==> config.mk <==
export PLATFORM = sky130hd
export DESIGN_NAME = min_max_eleven_level_quantizer
export DESIGN_NICKNAME = d
export VERILOG_FILES = /design/src/design/mmq_pkg.sv /design/src/design/min_max_eleven_level_quantizer.sv /design/src/design/mmq_step_div.sv
export VERILOG_INCLUDE_DIRS = /design/src /design/src/design
export SDC_FILE = /design/constraint.sdc
export NUM_CORES = 2
export LEC_CHECK = 0
export BUFFER_PORTS_ARGS = -buffer_cell sky130_fd_sc_hd__buf_2
export CAP_MARGIN = 20
export CORE_ASPECT_RATIO = 0.9
export CORE_UTILIZATION = 35
export CTS_CLUSTER_SIZE = 20
export DETAILED_ROUTE_END_ITERATION = 8
export HOLD_SLACK_MARGIN = 0.08
export SLEW_MARGIN = 20
export SYNTH_ARGS = -nofsm -noshare
export SYNTH_HDL_FRONTEND = slang
export SYNTH_HIERARCHICAL = 1
export SYNTH_SLANG_ARGS = --single-unit
export TNS_END_PERCENT = 5
==> constraint.sdc <==
create_clock -name clock -period 16.3 [get_ports clock]
set_input_delay 0.815 -clock clock [delete_from_list [all_inputs] [get_ports clock]]
set_output_delay 0.815 -clock clock [all_outputs]
set_load 0.01 [all_outputs]
==> src/design/min_max_eleven_level_quantizer_defines.svh <==
// Assertion macros shared by the quantizer RTL.
// Define NO_ASSERTIONS to compile every check away; no other dependencies.
`ifndef MIN_MAX_ELEVEN_LEVEL_QUANTIZER_DEFINES_SVH
`define MIN_MAX_ELEVEN_LEVEL_QUANTIZER_DEFINES_SVH

`ifndef NO_ASSERTIONS

// Check prop on every clock edge outside reset.
`define MMQ_ASSERT(lbl, clk, rst, prop, msg) \
   lbl: assert property (@(posedge clk) disable iff (rst) (prop)) else $error(msg);

// Check that prop holds in the cycle after cond.
`define MMQ_ASSERT_NEXT(lbl, clk, rst, cond, prop, msg) \
   lbl: assert property (@(posedge clk) disable iff (rst) (cond) |=> (prop)) else $error(msg);

`else

`define MMQ_ASSERT(lbl, clk, rst, prop, msg)
`define MMQ_ASSERT_NEXT(lbl, clk, rst, cond, prop, msg)

`endif

`endif

==> src/design/mmq_pkg.sv <==
// Shared types and constants of the eleven-level quantizer.
// No dependencies; used by mmq_step_div and the top level.
package mmq_pkg;

   localparam int LEVELS     = 11;
   localparam int LEVEL_BITS = 4;
   localparam logic [LEVEL_BITS-1:0] LEVEL_MAX = 4'd11;

   // kind of input word, carried in tuser
   localparam logic OP_MEASURE  = 1'b0;
   localparam logic OP_CLASSIFY = 1'b1;

   localparam int REQ_USER_BITS = 2;
   localparam int USER_OP       = 0;
   localparam int USER_FIRST    = 1;

   // register file
   localparam int CSR_INDEX_BITS = 1;
   localparam int CSR_DATA_BITS  = 32;
   localparam logic [CSR_INDEX_BITS-1:0] REG_INITIAL_MAX = 1'd0;
   localparam logic [CSR_INDEX_BITS-1:0] REG_PLATE_MODE  = 1'd1;
   localparam logic signed [CSR_DATA_BITS-1:0] INITIAL_MAX_RESET = 32'sh8000_0000;

   // result word layout
   localparam int RANGE_BITS    = 32;
   localparam int RSP_DATA_BITS = 72;
   localparam int RSP_PAD_BITS  = RSP_DATA_BITS - LEVEL_BITS - 2 * RANGE_BITS;

   typedef struct packed {
      logic pp_load;    // advance the partial product stage
      logic step_load;  // advance the quotient stage
   } div_ctrl_type;

endpackage

==> src/design/min_max_eleven_level_quantizer.sv <==
// Eleven-level min/max quantizer: input register, range tracking, bin width,
// thresholds and level compare. Depends on mmq_pkg, mmq_step_div and the defines header.
//
// Usage:
//   req_ channel carries one sample word per transfer. tuser[0] selects a measure
//   word (0) or a classify word (1); tuser[1] marks the first measure word of a
//   pass, which restarts the maximum from initial_max and the minimum from the
//   most positive sample value. Measure words update the running extremes and
//   return nothing. The first classify word after a measure pass latches the
//   range; every classify word returns one rsp_ word with its level (1..11,
//   0 when outside the range) and the latched range limits.
//   csr_ writes initial_max (index 0) and plate_mode (index 1); write only idle.
//   A classify word passes through the input, range, partial product, quotient,
//   threshold and output registers on its way to rsp_.
//   Throughput: one word per cycle unless rsp_ stalls, as the range update at
//   the input register is combinational; measure and classify words may follow
//   each other freely. A stalled rsp_ channel holds its word; empty stages in the
//   pipe still fill, so req_tready drops only once all six registers hold classify words.
//   Reset clears the pipe, the range state and both registers to their defaults.
`include "min_max_eleven_level_quantizer_defines.svh"

module min_max_eleven_level_quantizer #(
   parameter int SAMPLE_BITS = 32
) (
   input  logic                                        clock,
   input  logic                                        reset,
   // request channel
   input  logic                                        req_tvalid,
   output logic                                        req_tready,
   input  logic [((SAMPLE_BITS+7)/8)*8-1:0]            req_tdata,  // sample
   input  logic [mmq_pkg::REQ_USER_BITS-1:0]           req_tuser,  // op, first
   // response channel
   output logic                                        rsp_tvalid,
   input  logic                                        rsp_tready,
   output logic [mmq_pkg::RSP_DATA_BITS-1:0]           rsp_tdata,  // level, range_low, range_high
   // register write port
   input  logic                                        csr_we,
   input  logic [mmq_pkg::CSR_INDEX_BITS-1:0]          csr_index,
   input  logic [mmq_pkg::CSR_DATA_BITS-1:0]           csr_wdata
);

   localparam int INT_BITS  = (SAMPLE_BITS > mmq_pkg::CSR_DATA_BITS) ?
                              SAMPLE_BITS : mmq_pkg::CSR_DATA_BITS;
   localparam int STEP_BITS = INT_BITS - 3;
   localparam int NUM_THR   = mmq_pkg::LEVELS - 1;
   localparam logic signed [INT_BITS-1:0] MOST_POS =
      INT_BITS'({1'b0, {(SAMPLE_BITS-1){1'b1}}});

   // registers
   logic signed [mmq_pkg::CSR_DATA_BITS-1:0] initial_max_ff;
   logic                                     plate_mode_ff;

   // range state
   logic signed [INT_BITS-1:0] high_mark_ff, high_mark_in;
   logic signed [INT_BITS-1:0] low_mark_ff, low_mark_in;
   logic                       classify_ready_ff, classify_ready_in;

   // pipe valid bits and stage room
   logic a_valid_ff, b_valid_ff, c_valid_ff, d_valid_ff, e_valid_ff, rsp_valid_ff;
   logic a_room, b_room, c_room, d_room, e_room, out_room, a_leave;

   // input stage
   logic                       a_op_ff, a_first_ff;
   logic signed [INT_BITS-1:0] a_sample_ff;
   logic signed [INT_BITS-1:0] a_lo, a_hi, high_base, low_base, initial_max_ext;

   // later stages
   logic signed [INT_BITS-1:0] b_v_ff, b_lo_ff, b_hi_ff;
   logic [INT_BITS-1:0]        b_diff_ff;
   logic signed [INT_BITS-1:0] c_v_ff, c_lo_ff, c_hi_ff;
   logic signed [INT_BITS-1:0] d_v_ff, d_lo_ff, d_hi_ff;
   logic [STEP_BITS-1:0]       d_step;
   logic signed [INT_BITS-1:0] e_v_ff, e_lo_ff, e_hi_ff;
   logic signed [INT_BITS:0]   e_thr_ff [1:NUM_THR];
   logic signed [INT_BITS:0]   thr_in [1:NUM_THR];
   logic [INT_BITS:0]          thr_ofs;

   // output register
   logic [mmq_pkg::LEVEL_BITS-1:0] rsp_level_ff, rsp_level_in;
   logic [mmq_pkg::LEVEL_BITS-1:0] thr_count;
   logic [mmq_pkg::RANGE_BITS-1:0] rsp_lo_ff, rsp_hi_ff;

   mmq_pkg::div_ctrl_type div_ctrl;

   // ---------------------------------------------------------------- handshake
   assign out_room = ~rsp_valid_ff | rsp_tready;
   assign e_room   = ~e_valid_ff | out_room;
   assign d_room   = ~d_valid_ff | e_room;
   assign c_room   = ~c_valid_ff | d_room;
   assign b_room   = ~b_valid_ff | c_room;
   // measure words retire at the input stage
   assign a_leave  = a_valid_ff & ((a_op_ff == mmq_pkg::OP_MEASURE) | b_room);
   assign a_room   = ~a_valid_ff | a_leave;

   assign req_tready = a_room;
   assign rsp_tvalid = rsp_valid_ff;
   assign rsp_tdata  = {{mmq_pkg::RSP_PAD_BITS{1'b0}}, rsp_hi_ff, rsp_lo_ff, rsp_level_ff};

   always_ff @(posedge clock) begin
      if (reset) begin
         a_valid_ff   <= 1'b0;
         b_valid_ff   <= 1'b0;
         c_valid_ff   <= 1'b0;
         d_valid_ff   <= 1'b0;
         e_valid_ff   <= 1'b0;
         rsp_valid_ff <= 1'b0;
      end else begin
         if (a_room)   a_valid_ff   <= req_tvalid;
         if (b_room)   b_valid_ff   <= a_valid_ff & (a_op_ff == mmq_pkg::OP_CLASSIFY);
         if (c_room)   c_valid_ff   <= b_valid_ff;
         if (d_room)   d_valid_ff   <= c_valid_ff;
         if (e_room)   e_valid_ff   <= d_valid_ff;
         if (out_room) rsp_valid_ff <= e_valid_ff;
      end
   end

   // ---------------------------------------------------------------- registers
   always_ff @(posedge clock) begin
      if (reset) begin
         initial_max_ff <= mmq_pkg::INITIAL_MAX_RESET;
         plate_mode_ff  <= 1'b0;
      end else if (csr_we) begin
         unique case (csr_index)
            mmq_pkg::REG_INITIAL_MAX: initial_max_ff <= csr_wdata;
            mmq_pkg::REG_PLATE_MODE:  plate_mode_ff  <= csr_wdata[0];
         endcase
      end
   end

   // ---------------------------------------------------------------- input stage
   always_ff @(posedge clock) begin
      if (req_tvalid && a_room) begin
         a_op_ff     <= req_tuser[mmq_pkg::USER_OP];
         a_first_ff  <= req_tuser[mmq_pkg::USER_FIRST];
         a_sample_ff <= INT_BITS'(signed'(req_tdata[SAMPLE_BITS-1:0]));
      end
   end

   assign initial_max_ext = INT_BITS'(initial_max_ff);

   always_comb begin
      high_base         = a_first_ff ? initial_max_ext : high_mark_ff;
      low_base          = a_first_ff ? MOST_POS : low_mark_ff;
      a_lo              = low_mark_ff;
      a_hi              = high_mark_ff;
      high_mark_in      = high_mark_ff;
      low_mark_in       = low_mark_ff;
      classify_ready_in = classify_ready_ff;
      if (a_op_ff == mmq_pkg::OP_MEASURE) begin
         high_mark_in      = (a_sample_ff > high_base) ? a_sample_ff : high_base;
         low_mark_in       = (a_sample_ff < low_base) ? a_sample_ff : low_base;
         classify_ready_in = 1'b0;
      end else begin
         // latch the range on the first classify word of a pass
         if (!classify_ready_ff) begin
            if (plate_mode_ff) begin
               a_lo = '0;
               a_hi = '0;
            end else begin
               a_hi = high_mark_ff;
               a_lo = (low_mark_ff < high_mark_ff) ? low_mark_ff : high_mark_ff;
            end
         end
         high_mark_in      = a_hi;
         low_mark_in       = a_lo;
         classify_ready_in = 1'b1;
      end
   end

   always_ff @(posedge clock) begin
      if (reset) begin
         high_mark_ff      <= INT_BITS'(mmq_pkg::INITIAL_MAX_RESET);
         low_mark_ff       <= MOST_POS;
         classify_ready_ff <= 1'b0;
      end else if (a_leave) begin
         high_mark_ff      <= high_mark_in;
         low_mark_ff       <= low_mark_in;
         classify_ready_ff <= classify_ready_in;
      end
   end

   // ---------------------------------------------------------------- width of one bin
   always_ff @(posedge clock) begin
      if (b_room) begin
         b_v_ff    <= a_sample_ff;
         b_lo_ff   <= a_lo;
         b_hi_ff   <= a_hi;
         b_diff_ff <= a_hi - a_lo;
      end
      if (c_room) begin
         c_v_ff  <= b_v_ff;
         c_lo_ff <= b_lo_ff;
         c_hi_ff <= b_hi_ff;
      end
      if (d_room) begin
         d_v_ff  <= c_v_ff;
         d_lo_ff <= c_lo_ff;
         d_hi_ff <= c_hi_ff;
      end
   end

   assign div_ctrl.pp_load   = c_room;
   assign div_ctrl.step_load = d_room;

   mmq_step_div #(
      .DIV_BITS (INT_BITS)
   ) u_step_div (
      .clock (clock),
      .ctrl  (div_ctrl),
      .diff  (b_diff_ff),
      .step  (d_step)
   );

   // ---------------------------------------------------------------- bin thresholds
   always_comb begin
      thr_ofs = '0;
      for (int k = 1; k <= NUM_THR; k++) begin
         thr_ofs   = (INT_BITS+1)'(d_step) * (INT_BITS+1)'(k);
         thr_in[k] = (INT_BITS+1)'(d_lo_ff) + signed'(thr_ofs);
      end
   end

   always_ff @(posedge clock) begin
      if (e_room) begin
         e_v_ff   <= d_v_ff;
         e_lo_ff  <= d_lo_ff;
         e_hi_ff  <= d_hi_ff;
         e_thr_ff <= thr_in;
      end
   end

   // ---------------------------------------------------------------- level
   always_comb begin
      thr_count = '0;
      for (int k = 1; k <= NUM_THR; k++) begin
         if (e_thr_ff[k] <= (INT_BITS+1)'(e_v_ff)) begin
            thr_count = thr_count + 1'b1;
         end
      end
      if (e_v_ff >= e_lo_ff && e_v_ff <= e_hi_ff) begin
         rsp_level_in = thr_count + 1'b1;
      end else begin
         rsp_level_in = '0;
      end
   end

   always_ff @(posedge clock) begin
      if (out_room) begin
         rsp_level_ff <= rsp_level_in;
         rsp_lo_ff    <= e_lo_ff[mmq_pkg::RANGE_BITS-1:0];
         rsp_hi_ff    <= e_hi_ff[mmq_pkg::RANGE_BITS-1:0];
      end
   end

   // ---------------------------------------------------------------- checks
   `MMQ_ASSERT(a_level_bound, clock, reset,
      rsp_valid_ff |-> rsp_level_ff <= mmq_pkg::LEVEL_MAX, "level above eleven")
   `MMQ_ASSERT_NEXT(a_range_latched, clock, reset,
      a_leave && a_op_ff == mmq_pkg::OP_CLASSIFY, classify_ready_ff,
      "range not latched after classify word")
   `MMQ_ASSERT_NEXT(a_range_held, clock, reset,
      classify_ready_ff && !(a_leave && a_op_ff == mmq_pkg::OP_MEASURE),
      $stable(high_mark_ff) && $stable(low_mark_ff), "latched range moved")
   `MMQ_ASSERT(a_range_order, clock, reset,
      classify_ready_ff |-> low_mark_ff <= high_mark_ff, "latched range inverted")

endmodule

==> src/design/mmq_step_div.sv <==
// Two-stage divide-by-eleven pipeline giving the bin width of the range.
// Depends on mmq_pkg (div_ctrl_type); the top level supplies the stage enables.
module mmq_step_div #(
   parameter int DIV_BITS = 32
) (
   input  logic                       clock,
   input  mmq_pkg::div_ctrl_type      ctrl,
   input  logic [DIV_BITS-1:0]        diff,
   output logic [DIV_BITS-4:0]        step
);

   // floor(n / 11) = (n * RECIP) >> SHIFT for every n below 2**DIV_BITS
   localparam int SHIFT   = DIV_BITS + 4;
   localparam int SPLIT   = (DIV_BITS + 2) / 2;
   localparam int HI_BITS = DIV_BITS + 1 - SPLIT;
   localparam logic [63:0] RECIP_FULL = ((64'd1 << SHIFT) + 64'd10) / 64'd11;
   localparam logic [DIV_BITS:0]    RECIP    = RECIP_FULL[DIV_BITS:0];
   localparam logic [SPLIT-1:0]     RECIP_LO = RECIP[SPLIT-1:0];
   localparam logic [HI_BITS-1:0]   RECIP_HI = RECIP[DIV_BITS:SPLIT];

   logic [DIV_BITS+SPLIT-1:0]   pp_lo_ff;
   logic [DIV_BITS+HI_BITS-1:0] pp_hi_ff;
   logic [2*DIV_BITS:0]         sum;
   logic [DIV_BITS-4:0]         step_ff;

   always_ff @(posedge clock) begin
      if (ctrl.pp_load) begin
         pp_lo_ff <= (DIV_BITS+SPLIT)'(diff) * (DIV_BITS+SPLIT)'(RECIP_LO);
         pp_hi_ff <= (DIV_BITS+HI_BITS)'(diff) * (DIV_BITS+HI_BITS)'(RECIP_HI);
      end
      if (ctrl.step_load) begin
         step_ff <= sum[2*DIV_BITS:SHIFT];
      end
   end

   assign sum  = {pp_hi_ff, {SPLIT{1'b0}}} + (2*DIV_BITS+1)'(pp_lo_ff);
   assign step = step_ff;

endmodule
==> metrics.txt <==
run status complete, no violations; vias per std cell 5.44; Yosys Warn Count 6; unrepaired setup endpoints after global routing no; cell repeated most along the worst path ha_1; maximum cell stage delay along the critical path 0.43 ns; clock-pin slew reported for the worst setup and hold paths after clock tree synthesis 0.07 ns; ys async rst share 0%; vias in the first global route 63,100; fin. max-slew vios 0; path type of the worst setup path flop to flop; Post-DRT Antenna Nets 0; fraction of the yosys area taken by sequential cells 35.8%; data arrival time at the worst-slack endpoint 10.40 ns; total track usage 21.5%; Max Clock Freq 0.101 GHz; Max Cap Viol 0; H-Tree Level Count 3; area overhead of the layout relative to synthesis 10.4%; CP endpoint kind flop; half-perimeter wire length of the detailed placement result 212,000 um; path category of the worst min-delay check input pin to flop; most flop-heavy register e_thr_ff; synthesized instance count 7,880; Register-to-Register Path Depth 48; part of the cycle the worst path needs 61.0%; layout cell share with drive strength beyond 1 6.18%; Worst Path Max Fanout 5; detailed-route DRC error count 0; flip-flop count of the largest register, all copies and words added 312; number of enable flip-flop cells after synthesis 937; detailed-routing iteration count for the pre-antenna-repair pass 8; count of placed standard cells including taps 11,200; Largest regs e_thr_ff (312), u_step_div/pp_hi_ff (47); source of the worst hold timing path req_tdata[13]; worst reg-to-reg setup slack 6.36 ns; # nets final 9,980; type of origin of the critical path flop; Vias 62,100; clock root cell clkbuf_16; cell types with the largest area share after synthesis edfxtp_1 (33%), ha_1 (20%), fa_1 (9.4%), inv_1 (3.8%), xnor2_1 (3.5%); transition time at the pin with the least slew margin 1.09 ns; end point of the most critical hold path a_sample_ff[13]; distinct cell type count after synthesis 109; worst-case setup slack after placement 6.52 ns; CTS max path bufs 3; Bufs and invs on worst path 4; TritonCTS Sinks 1,041; final sum of negative setup slack 0 ns; overall die area 243,000 um2; largest clock skew in the final design 0.0653 ns; register area 30,200 um2; number of stages on the worst hold path 1; number of hold buffers added after CTS 0; synthesized area per cell 10.7 um2; Core ar. 239,000 um2; minimum setup slack in the final design 6.36 ns; Slew HR 26.8%; initial antenna violation count 32; global-route wire length before repair 393,000 um; Worst R2R Start e_v_ff[1]; number of standard-cell rows in the floorplan 170; starting density of the core 35.3%; flip-flop and latch count after synthesis 1,041; number of filler instances in the final layout 23,100; area used by multi-input combinational logic 50,700 um2; number of primary I/O pins 146; Largest delay share family, worst path compound AO/OA/AOI/OAI gates; data required time of the worst path 16.76 ns; worst skew pair latency 0.79 ns; DIE WIDTH 520 um; most area-hungry cell type in the Yosys netlist edfxtp_1; share of the synthesized area in the top cell type 33.3%; Die Y 468 um; final non-filler cell total 11,400; gpl congestion 0.952; Setup Fix Bufs, Post-CTS 0; starting DRC count in detailed routing 5,121; detail-routed net length per standard cell 23.2 um; clock tree from TritonCTS yes; clock period minus worst slack 9.94 ns; post-detailed-routing wire length 265,000 um; most used flip-flop cell after synthesis edfxtp_1; number of buffers inserted during clock tree synthesis 111; post_cts resized 0; cell area after synthesis 84,500 um2; worst r2r dst rsp_level_ff[2]; number of input and output port buffers inserted 141; count of final setup violators 0; final hold violation count 0; gr ovfl total 0; maximum number of pins on one net before global-route repair 148; highest-delay cell along the critical path edfxtp_1
==> logic make-up (layout without fill, tap and decap cells) <==
family	after synthesis	after routing	synth area share, %
AO/OA/AOI/OAI	1880	1880	14.3
other	1	12	0.00444
adder cells (fa/ha/maj)	1772	1772	29.8
buffers and inverters	968	1310	4.36
multiplexers	106	106	1.27
flip-flops	1041	1041	35.8
XOR/XNOR	482	482	5.09
AND/OR/NAND/NOR	1630	1630	9.41
==> layer usage <==
layer / part of all wire [%] / vias up / GRT usage, %
li1: - / 29100 / -
met1: 45 / 30800 / 29.4
met2: 46 / 1841 / 35.4
met3: 5.5 / 353 / 2.29
met4: 3.5 / 0 / 7.37
met5: 0 / - / 0
==> cell type report <==
type	count	area share, %
diodes	8	0.0215
clock buffers	130	3.09
clock inverters	72	0.825
flip-flops and latches	1041	32.4
well taps	3182	4.27
multi-input cells	5874	54.3
inverters	864	3.49
repair buffers	244	1.65
==> worst max-delay path by stage <==
stage	start	endpoint	slack, ns	cells after the start
after floorplan	rsp_tready	e_hi_ff[0]	5.67	2
after global placement	e_v_ff[1]	rsp_level_ff[2]	6.46	48
after detailed placement	e_v_ff[1]	rsp_level_ff[2]	6.52	48
after CTS	e_v_ff[1]	rsp_level_ff[2]	6.40	48
after global routing	e_v_ff[1]	rsp_level_ff[2]	5.59	48
final	e_v_ff[1]	rsp_level_ff[2]	6.36	48
==> cells in the mapped netlist (all sizes together) (109+ instances only) <==
| master | number |
|---|---|
| ha | 1375 |
| xnor2 | 340 |
| nand4 | 131 |
| nor2 | 423 |
| a21oi | 590 |
| xor2 | 139 |
| nand2 | 432 |
| o21ai | 400 |
| edfxtp | 937 |
| a21o | 231 |
| inv | 863 |
| nor2b | 109 |
| o21a | 140 |
| nand3 | 123 |
| fa | 397 |
==> metrics by stage <==
stage	area (um2)	hold slack, ns	utilization [%]
after floorplan	84500	0.400	-
after global placement	89600	0.400	37.4
after detailed placement	89600	0.405	37.4
after CTS	93200	0.131	39.0
after global routing	93300	0.159	39.0
final	93300	0.189	39.0
==> cell usage in the layout, fill, tap and decap left out, types with 26 or more instances in the layout <==
cell,instances
ha_1,1375
or2_2,32
o21bai_1,76
nor2_1,420
a221oi_1,41
fa_1,397
o21a_1,140
o21ai_0,381
nand3_1,122
and3_1,41
nor3_1,105
a21o_1,230
a21oi_1,587
a32o_1,31
nand2b_1,90
xnor2_1,338
xor2_1,139
mux2i_1,100
inv_1,858
o211ai_1,38
a211oi_1,60
clkbuf_16,112
nor4_1,26
buf_2,141
or3_1,27
clkinv_1,28
a31oi_1,48
dfxtp_1,103
nor2b_1,107
edfxtp_1,937
nand4_1,130
buf_4,99
nand2_1,429
and2_1,28
Power is not shown: default switching activity piles up to over one toggle a cycle in this logic, so the estimate is an artifact.
